[src/rtl/core/drls_pkg.sv]
// Package: shared types, constants and op codes for the dropout line search core.
package drls_pkg;
    localparam int DefMaxSources = 4;
    localparam int DefTableDepth = 1024;

    localparam logic [1:0] OP_CLEAR = 2'd0;
    localparam logic [1:0] OP_LOAD  = 2'd1;
    localparam logic [1:0] OP_QUERY = 2'd2;

    localparam logic [1:0] MODE_PAL  = 2'd0;
    localparam logic [1:0] MODE_PALM = 2'd1;

    localparam logic [2:0] CFG_MODE  = 3'd0;
    localparam logic [2:0] CFG_FIRST = 3'd1;
    localparam logic [2:0] CFG_LAST  = 3'd2;
    localparam logic [2:0] CFG_INTRA = 3'd3;
    localparam logic [2:0] CFG_Q0    = 3'd4;
    localparam logic [2:0] CFG_Q1    = 3'd5;
    localparam logic [2:0] CFG_Q2    = 3'd6;
    localparam logic [2:0] CFG_Q3    = 3'd7;

    typedef struct packed {
        logic [1:0]  op;
        logic [1:0]  src_id;
        logic        field_sel;
        logic [9:0]  span_line;
        logic [11:0] span_start;
        logic [11:0] span_end;
        logic        match_chroma;
        logic        in_burst;
    } in_beat_t;

    typedef struct packed {
        logic        found;
        logic [1:0]  rep_source;
        logic        rep_same_field;
        logic [9:0]  rep_line;
        logic [10:0] rep_distance;
        logic        table_overflow;
    } out_beat_t;

    // controller -> datapath
    typedef struct packed {
        logic capture;     // latch input beat
        logic do_load;     // append span
        logic do_clear;    // empty table
        logic pass_start;  // begin a search: set line from query line/direction
        logic scan;        // issue table read at scan index
        logic line_next;   // line busy: step to next line
        logic take;        // line clean: compare candidate
    } dp_cmd_t;

    // datapath -> controller
    typedef struct packed {
        logic is_load;
        logic is_clear;
        logic is_query;
        logic in_window;   // current line searchable
        logic scan_last;   // last table entry being read
        logic table_empty;
        logic hit;         // registered read data overlaps
        logic pass_skip;   // other field forbidden
    } dp_stat_t;
endpackage

[src/rtl/core/drls_ctrl.sv]
// Controller: sequences clear/load/query and the per-line table scan.
module drls_ctrl
    import drls_pkg::*;
#(
    parameter int MaxSources = DefMaxSources
) (
    input  logic     clk,
    input  logic     rst_n,
    input  logic     in_valid,
    output logic     in_ready,
    output logic     out_valid,
    input  logic     out_ready,
    output dp_cmd_t  cmd,
    input  dp_stat_t stat,
    output logic [1:0] src,
    output logic [1:0] dir
);
    localparam logic [2:0] S_IDLE  = 3'd0;
    localparam logic [2:0] S_DEC   = 3'd1;
    localparam logic [2:0] S_PASS  = 3'd2;
    localparam logic [2:0] S_LINE  = 3'd3;
    localparam logic [2:0] S_SCAN  = 3'd4;
    localparam logic [2:0] S_CHECK = 3'd5;
    localparam logic [2:0] S_NEXT  = 3'd6;
    localparam logic [2:0] S_OUT   = 3'd7;

    logic [2:0] state_reg, state_next;
    logic [1:0] src_reg, src_next;
    logic [1:0] dir_reg, dir_next;
    logic       hitacc_reg, hitacc_next;
    logic       lastrd_reg, lastrd_next;

    assign src = src_reg;
    assign dir = dir_reg;
    assign in_ready  = (state_reg == S_IDLE);
    assign out_valid = (state_reg == S_OUT);

    always_comb
    begin
        state_next  = state_reg;
        src_next    = src_reg;
        dir_next    = dir_reg;
        hitacc_next = hitacc_reg;
        lastrd_next = lastrd_reg;
        cmd         = '0;
        unique case (state_reg)
            S_IDLE:
            begin
                if (in_valid)
                begin
                    cmd.capture = 1'b1;
                    state_next  = S_DEC;
                end
            end
            S_DEC:
            begin
                src_next = '0;
                dir_next = '0;
                if (stat.is_clear)
                begin
                    cmd.do_clear = 1'b1;
                    state_next   = S_IDLE;
                end
                else if (stat.is_load)
                begin
                    cmd.do_load = 1'b1;
                    state_next  = S_IDLE;
                end
                else if (stat.is_query)
                    state_next = S_PASS;
                else
                    state_next = S_IDLE;
            end
            S_PASS:
            begin
                cmd.pass_start = 1'b1;
                state_next     = S_LINE;
            end
            S_LINE:
            begin
                hitacc_next = 1'b0;
                lastrd_next = 1'b0;
                if (stat.pass_skip || !stat.in_window)
                    state_next = S_NEXT;
                else if (stat.table_empty)
                begin
                    cmd.take   = 1'b1;
                    state_next = S_NEXT;
                end
                else
                    state_next = S_SCAN;
            end
            S_SCAN:
            begin
                cmd.scan    = 1'b1;
                lastrd_next = stat.scan_last;
                state_next  = S_CHECK;
            end
            S_CHECK:
            begin
                if (stat.hit || hitacc_reg)
                begin
                    cmd.line_next = 1'b1;
                    state_next    = S_LINE;
                end
                else if (lastrd_reg)
                begin
                    cmd.take   = 1'b1;
                    state_next = S_NEXT;
                end
                else
                begin
                    cmd.scan    = 1'b1;
                    lastrd_next = stat.scan_last;
                end
            end
            S_NEXT:
            begin
                dir_next = dir_reg + 2'd1;
                if (dir_reg == 2'd3)
                begin
                    src_next = src_reg + 2'd1;
                    if (32'(src_reg) == MaxSources - 1)
                        state_next = S_OUT;
                    else
                        state_next = S_PASS;
                end
                else
                    state_next = S_PASS;
            end
            S_OUT:
            begin
                if (out_ready)
                    state_next = S_IDLE;
            end
            default: state_next = S_IDLE;
        endcase
    end

    always_ff @(posedge clk or negedge rst_n)
    begin
        if (!rst_n)
        begin
            state_reg  <= S_IDLE;
            src_reg    <= '0;
            dir_reg    <= '0;
            hitacc_reg <= 1'b0;
            lastrd_reg <= 1'b0;
        end
        else
        begin
            state_reg  <= state_next;
            src_reg    <= src_next;
            dir_reg    <= dir_next;
            hitacc_reg <= hitacc_next;
            lastrd_reg <= lastrd_next;
        end
    end

    a_out_hold: assert property (@(posedge clk) disable iff (!rst_n)
        out_valid && !out_ready |=> out_valid)
        else $error("result dropped");
    a_no_accept_busy: assert property (@(posedge clk) disable iff (!rst_n)
        cmd.capture |=> !in_ready)
        else $error("accepted while busy");
    a_scan_take: assert property (@(posedge clk) disable iff (!rst_n)
        !(cmd.take && cmd.line_next))
        else $error("take and step together");
endmodule

[config.mk]
export PLATFORM = sky130hd
export DESIGN_NAME = drls_ctrl
export DESIGN_NICKNAME = d
export VERILOG_FILES = /design/src/rtl/core/drls_pkg.sv /design/src/rtl/core/drls_ctrl.sv
export SDC_FILE = /design/constraint.sdc
export NUM_CORES = 1
export LEC_CHECK = 0
export BUFFER_PORTS_ARGS = -buffer_cell sky130_fd_sc_hd__buf_4
export CORE_AREA = 2 2 49 51
export DETAILED_ROUTE_END_ITERATION = 12
export DIE_AREA = 0 0 51 53
export GPL_TIMING_DRIVEN = 0
export SYNTH_ARGS = -nofsm -noshare
export SYNTH_HDL_FRONTEND = slang
export SYNTH_SLANG_ARGS = --single-unit
[constraint.sdc]
create_clock -name clk -period 1.7 [get_ports clk]
set_input_delay 0.085 -clock clk [delete_from_list [all_inputs] [get_ports clk]]
set_output_delay 0.085 -clock clk [all_outputs]
set_load 0.01 [all_outputs]
==> results.md, run 1 <==
* Die Footprint at 2700 um^2
* Initial DRC count at 9
* Crit path kind: register to primary output
* Initial DRT Pass Iterations at 4
* Clock skew at 1.74 ps
* Vias per Instance at 4.98
* Setup TNS at 0 ps
* Fin. Hold Viols at 0
* WP data required at 1620 ps
* CP Capture Type: primary output
* Worst min path class: input port to register
* Top FF cell, synth: dfrtp_1
* Critical Path AT at 1400 ps
* Clk_lat worst skew at 250 ps
* Net Sw Power at 0.539 mW
* I/O pins at 25
* Power density over the cells at approximately 1400 nW/um^2
* Fmax at 674 MHz
* DRT Wirelength at 1550 um
* Post-Synthesis Cells at 72
* Post-synthesis cell area at 633 um^2
* Minimum clock period at ~1500 ps
* PortBufs at 24
* Top-area cell type share of the netlist area at 0.316
* H-tree depth at 1
* Distinct cells, synth at 34
* Leakage at 0.421 nW
* # clock sinks at 8
* Combinational share of power at 0.636
* Final routed DRC violation total at 0
* Root Buffer Master: clkbuf_4
* Pint at 0.716 mW
* Synth Register Bits at 8
* Mapped Nets at 86
* Sw Share at 0.429
* Commonest non-fill, non-tap cell in the layout: buf_4
* Layout cells sized above 1 at 0.370
* All-layer global routing usage at 0.129
* Diode count at 0
* CTS resizes at 0
* Max-cap violation count at 0
* Flop pwr share at 0.248
* Starting Density at 0.295
* Cell taking the most area after synthesis: dfrtp_1
* Slew Viols, Final at 0
* Drt wl/cell at 12.1 um
* Final Cycle Share at 0.873
* Placer Congestion at 0.760
* Rel. slew slack at 0.828
* Worst-case clock buffer depth at 2
* Most frequent cells in the layout: 27 x buf_4, 9 x a21oi_1, 8 x dfrtp_1
* TritonCTS clock tree: done
* Largest net degree at the start of global routing at 11
* Synth area leaders: dfrtp_1 32%, a21oi_1 7.1%, ha_1 4.0%
* Fin nets at 116
* Outcome: finished clean
* Register area share after synthesis at 0.316
* Setup-failing EPs final at 0
* Cts hold-fix bufs at 1
* Clock network fraction of design power at 0.115
* Crit Path Max Fanout at 9
* Num CTS Buffers at 3
* Clock slew at reported path FFs at 50 ps
* Asr flop ratio synth at 1.00
* Global-route wire length before repair at between 2000 and 3000 um
* Mean Syn Cell Area at 8.79 um^2
* Least-Margin Pin Slew at 257 ps
* Initial antenna violation count at 0
* Antenna violation net count after detailed routing at 0
* Postcts setup bufs at 0
* Warnings, synthesis at 0
* EDFF count, synth at 0
* Synth-to-Final Area Change at 39.1%
* Die height at ~53 um
* Maximum VDD drop at 0.000877 V
* RSZ-0062 raised after global routing: false
* Die extent in x at 51 um
* Row count at 17
* Max reg flops at 3
* Core region area at 2150 um^2
* Utilization after layout at 0.410
* Vias in the first global route at 604
* Crit start category: register
* DP HPWL at approximately 1200 um
* GRT Residual Overflow at 0
* Routed vias at 638
Yosys cell counts, drive strengths merged, types with 2 or more instances:
cell,number
a311oi,2
and3,2
o21ai,2
nand2,4
a21boi,2
nor2,7
o21a,2
a21oi,10
nand2b,3
inv,2
nor3b,3
ha,2
dfrtp,8
buf,6
o22ai,2
a21o,2
area by class of cell:
| class | instances | area, um^2 |
|---|---|---|
| fillers | 235 | 1270 |
| multi-input cells | 56 | 375 |
| flip-flops and latches | 8 | 200 |
| repair buffers | 25 | 190 |
| plain buffers | 6 | 50.0 |
| well taps | 28 | 35.0 |
| clock buffers | 3 | 22.5 |
| inverters | 2 | 7.51 |
worst max-delay path, stage by stage, from the launching register on:
cell      delay [ps]
dfrtp_1          350
buf_4            160
nor3b_1          270
nand2_1          100
a21boi_1         130
buf_4            130
cell families (layout without fill, tap and decap cells):
family / Yosys count / in the layout / share of synthesized area
compound gates: 28 / 28 / 0.296
simple gates: 26 / 26 / 0.257
flops: 8 / 8 / 0.316
fa+ha+maj: 2 / 2 / 0.0395
buf+inv: 8 / 36 / 0.0909
path summary, 6_finish.rpt:
path / start / endpoint / slack (ps) / cells after the start
max reg2reg: dir[0] / state_reg[0] / 450 / 4
min: stat[3] / lastrd_reg / 70 / 3
min reg2reg: dir[0] / dir[0] / 540 / 1
max: state_reg[1] / cmd[0] / 220 / 5
min in group asynchronous: rst_n / src[1] / 190 / 2
max in group asynchronous: rst_n / state_reg[2] / 1390 / 2
power groups by stage:
stage	logic (mW)	registers, mW	clock network, mW
after floorplan	0.545	0.314	0
after global placement	0.788	0.313	0
after detailed placement	0.796	0.313	0
after CTS	0.805	0.311	0.152
after global routing	0.872	0.326	0.165
final	0.799	0.312	0.145
per-layer routing:
| metal | part of all wire | track usage |
|---|---|---|
| met1 | 0.47 | 0.155 |
| met2 | 0.45 | 0.216 |
| met3 | 0.074 | 0.0508 |
| met4 | 0 | 0.0270 |
| met5 | 0 | 0 |
stage by stage:
| step | area, um^2 | worst slack (ps) | power [mW] | hold WS (ps) | std cells |
|---|---|---|---|---|---|
| 4_1_cts | 881 | 217 | 1.27 | 71.5 | 128 |
| 5_1_grt | 881 | 106 | 1.36 | 80.2 | 128 |
| 6_report | 881 | 216 | 1.26 | 71.6 | 128 |
| 3_5_place_dp | 848 | 479 | 1.11 | -88.8 | 124 |
| 2_1_floorplan | 633 | 512 | 0.859 | -211 | 72 |
| 3_3_place_gp | 848 | 477 | 1.10 | -90.0 | 124 |
(Power assumes the default switching activity.)
==> run 2, diff against run 1 <==
Settings changed: CAP_MARGIN set to 40, REMOVE_ABC_BUFFERS set to 1.
Clock period 1.7 ns to 1.9 ns, I/O delays scaled along.
==> run 2 against run 1 <==
Compared with the run above:
- sequential share of layout area rose by 1.4 points
- combinational power fell by 40%
- first-iteration DRC count is the same
- clock-buffer cell count is the same
- register-to-register slack about the same
- critical path depth fell by 1
- global-route usage is 1.4 points lower
- utilization is 2.3 points lower
- worst setup slack better by 19 ps
- non-clock buffer count fell by 6
- critical path type unchanged
- largest cell class unchanged
- largest power group unchanged
==> results.md, run 2 (synthesized netlist as in run 1, its figures left out) <==
* Root Buffer Master: clkbuf_4 (unchanged)
* Final Cycle Share at 0.876
* GR Util met2 at 0.177 (was 0.216)
* Least-Margin Pin Slew at 719 ps (was 257 ps)
* Post-place setup slack at 497 ps (was 479 ps)
* Synth-to-Final Area Change at 31.2% (was 39.1%)
* Worst-case clock buffer depth at 2 (unchanged)
* Worst min path class: input port to register (unchanged)
* Crit start category: register (unchanged)
* Core region area at 2150 um^2 (unchanged)
* Starting Density at 0.295 (unchanged)
* WP data required at 1800 ps (was 1620 ps)
* GR Util met1 at 0.151 (was 0.155)
* # clock sinks at 8 (unchanged)
* Fmax at 601 MHz
* Critical Path AT at 1570 ps (was 1400 ps)
* Layout cells sized above 1 at 0.330 (was 0.370)
* Setup slack after layout at 235 ps (was 216 ps)
* Largest net degree at the start of global routing at 24 (was 11)
* Antenna violation net count after detailed routing at 0 (unchanged)
* Clock skew at 1.82 ps (was 1.74 ps)
* GRT Max-Usage Layer: met2 (unchanged)
* Fin nets at 110 (was 116)
* Postcts setup bufs at 0 (unchanged)
* Slew Viols, Final at 0 (unchanged)
* CP Capture Type: primary output (unchanged)
* DRT Wirelength at 1490 um (was 1550 um)
* GRT Residual Overflow at 0 (unchanged)
* Diode count at 0 (unchanged)
* DP HPWL at 1010 um (was 1180 um)
* Final routed DRC violation total at 0 (unchanged)
* Max reg flops at 3 (unchanged)
* Die extent in x at 51 um (unchanged)
* Setup-failing EPs final at 0 (unchanged)
* Setup TNS at 0 ps (unchanged)
* Row count at 17 (unchanged)
* TritonCTS clock tree: done (unchanged)
* I/O pins at 25 (unchanged)
* Num CTS Buffers at 3 (unchanged)
* Clock slew at reported path FFs at 50 ps (about the same)
* Routed vias at 623 (was 638)
* Initial antenna violation count at 0 (unchanged)
* Met3 Use GR at 0.0254 (was 0.0508)
* Global-route wire length before repair at 2380 um (was 2640 um)
* Maximum VDD drop at 0.000467 V (was 0.000877 V)
* Minimum clock period at 1660 ps
* Clk_lat worst skew at 260 ps (was 250 ps)
* Drt wl/cell at 12.2 um (was 12.1 um)
* Die height at 53 um (unchanged)
* Initial DRT Pass Iterations at 4 (unchanged)
* RSZ-0062 raised after global routing: false (unchanged)
* Crit path kind: register to primary output (unchanged)
* Power density over the cells at 1240 nW/um^2 (was 1430 nW/um^2)
* Die Footprint at 2700 um^2 (unchanged)
* H-tree depth at 1 (unchanged)
* Leakage at 0.390 nW (was 0.421 nW)
* Crit Path Max Fanout at 18 (was 9)
* Initial DRC count at 9 (unchanged)
* Commonest non-fill, non-tap cell in the layout: buf_4 (unchanged)
* Fin. Hold Viols at 0 (unchanged)
* All-layer global routing usage at 0.115 (was 0.129)
* Vias per Instance at 5.11 (was 4.98)
* CTS resizes at 0 (unchanged)
* Max-cap violation count at 0 (unchanged)
* Vias in the first global route at 562 (was 604)
* Placer Congestion at 0.650 (was 0.760)
* PortBufs at 24 (unchanged)
* Outcome: finished clean (unchanged)
* Rel. slew slack at 0.521 (was 0.828)
* Most frequent cells in the layout: 24 x buf_4, 9 x a21oi_1, 8 x dfrtp_1 (was 27 x buf_4, 9 x a21oi_1, 8 x dfrtp_1)
* Utilization after layout at 0.387 (was 0.410)
## run 2: power breakdown
part           switching, mW  internal (mW)  leakage (nW)  total (mW)
clock network         0.0608         0.0725        0.0138       0.133
logic                  0.211          0.267         0.271       0.478
registers              0.193          0.223         0.105       0.416
## run 2: layout make-up
| type | instances | area (um^2) |
|---|---|---|
| fill | 222 | 1320 |
| multi-input combinational | 56 | 375 |
| sequential | 8 | 200 |
| timing repair buffer | 25 | 190 |
| tap | 28 | 35.0 |
| clock buffer | 3 | 22.5 |
| inverter | 2 | 7.51 |
## run 2: routing by layer
layer / share of wire / routed length (um)
met2: 0.49 / 733
met3: 0.048 / 71
met1: 0.45 / 675
met4: 0.0080 / 12
met5: 0 / 0
## run 2: final timing paths
path	start	to	slack (ps)	cells past startpoint
min in group asynchronous	rst_n	dir[0]	180	2
max	state_reg[1]	cmd[0]	240	4
min reg2reg	dir[0]	dir[0]	540	1
max reg2reg	state_reg[0]	src[1]	450	3
max in group asynchronous	rst_n	state_reg[1]	1590	2
min	stat[3]	lastrd_reg	80	3
## run 2: critical path, cell delays in order, from the launching register on
cell      delay [ps]
dfrtp_1          570
nor3b_1          370
nand2_1           90
a21boi_1         150
buf_4            140
## run 2: timing repair
item,in CTS,in global routing
endpoints found under the hold margin,8,0
setup endpoints to repair,0,0
hold buffers,1,0
## run 2: metrics by stage
step           std cells  instance area [um^2]  power [mW]  hold slack, ps
6_report             122                   831        1.03            78.5
5_1_grt              122                   831        1.11            92.0
4_1_cts              122                   831        1.03            82.8
3_5_place_dp         118                   798       0.888           -80.9
3_3_place_gp         118                   798       0.876           -81.8
2_1_floorplan         66                   583       0.677            -201
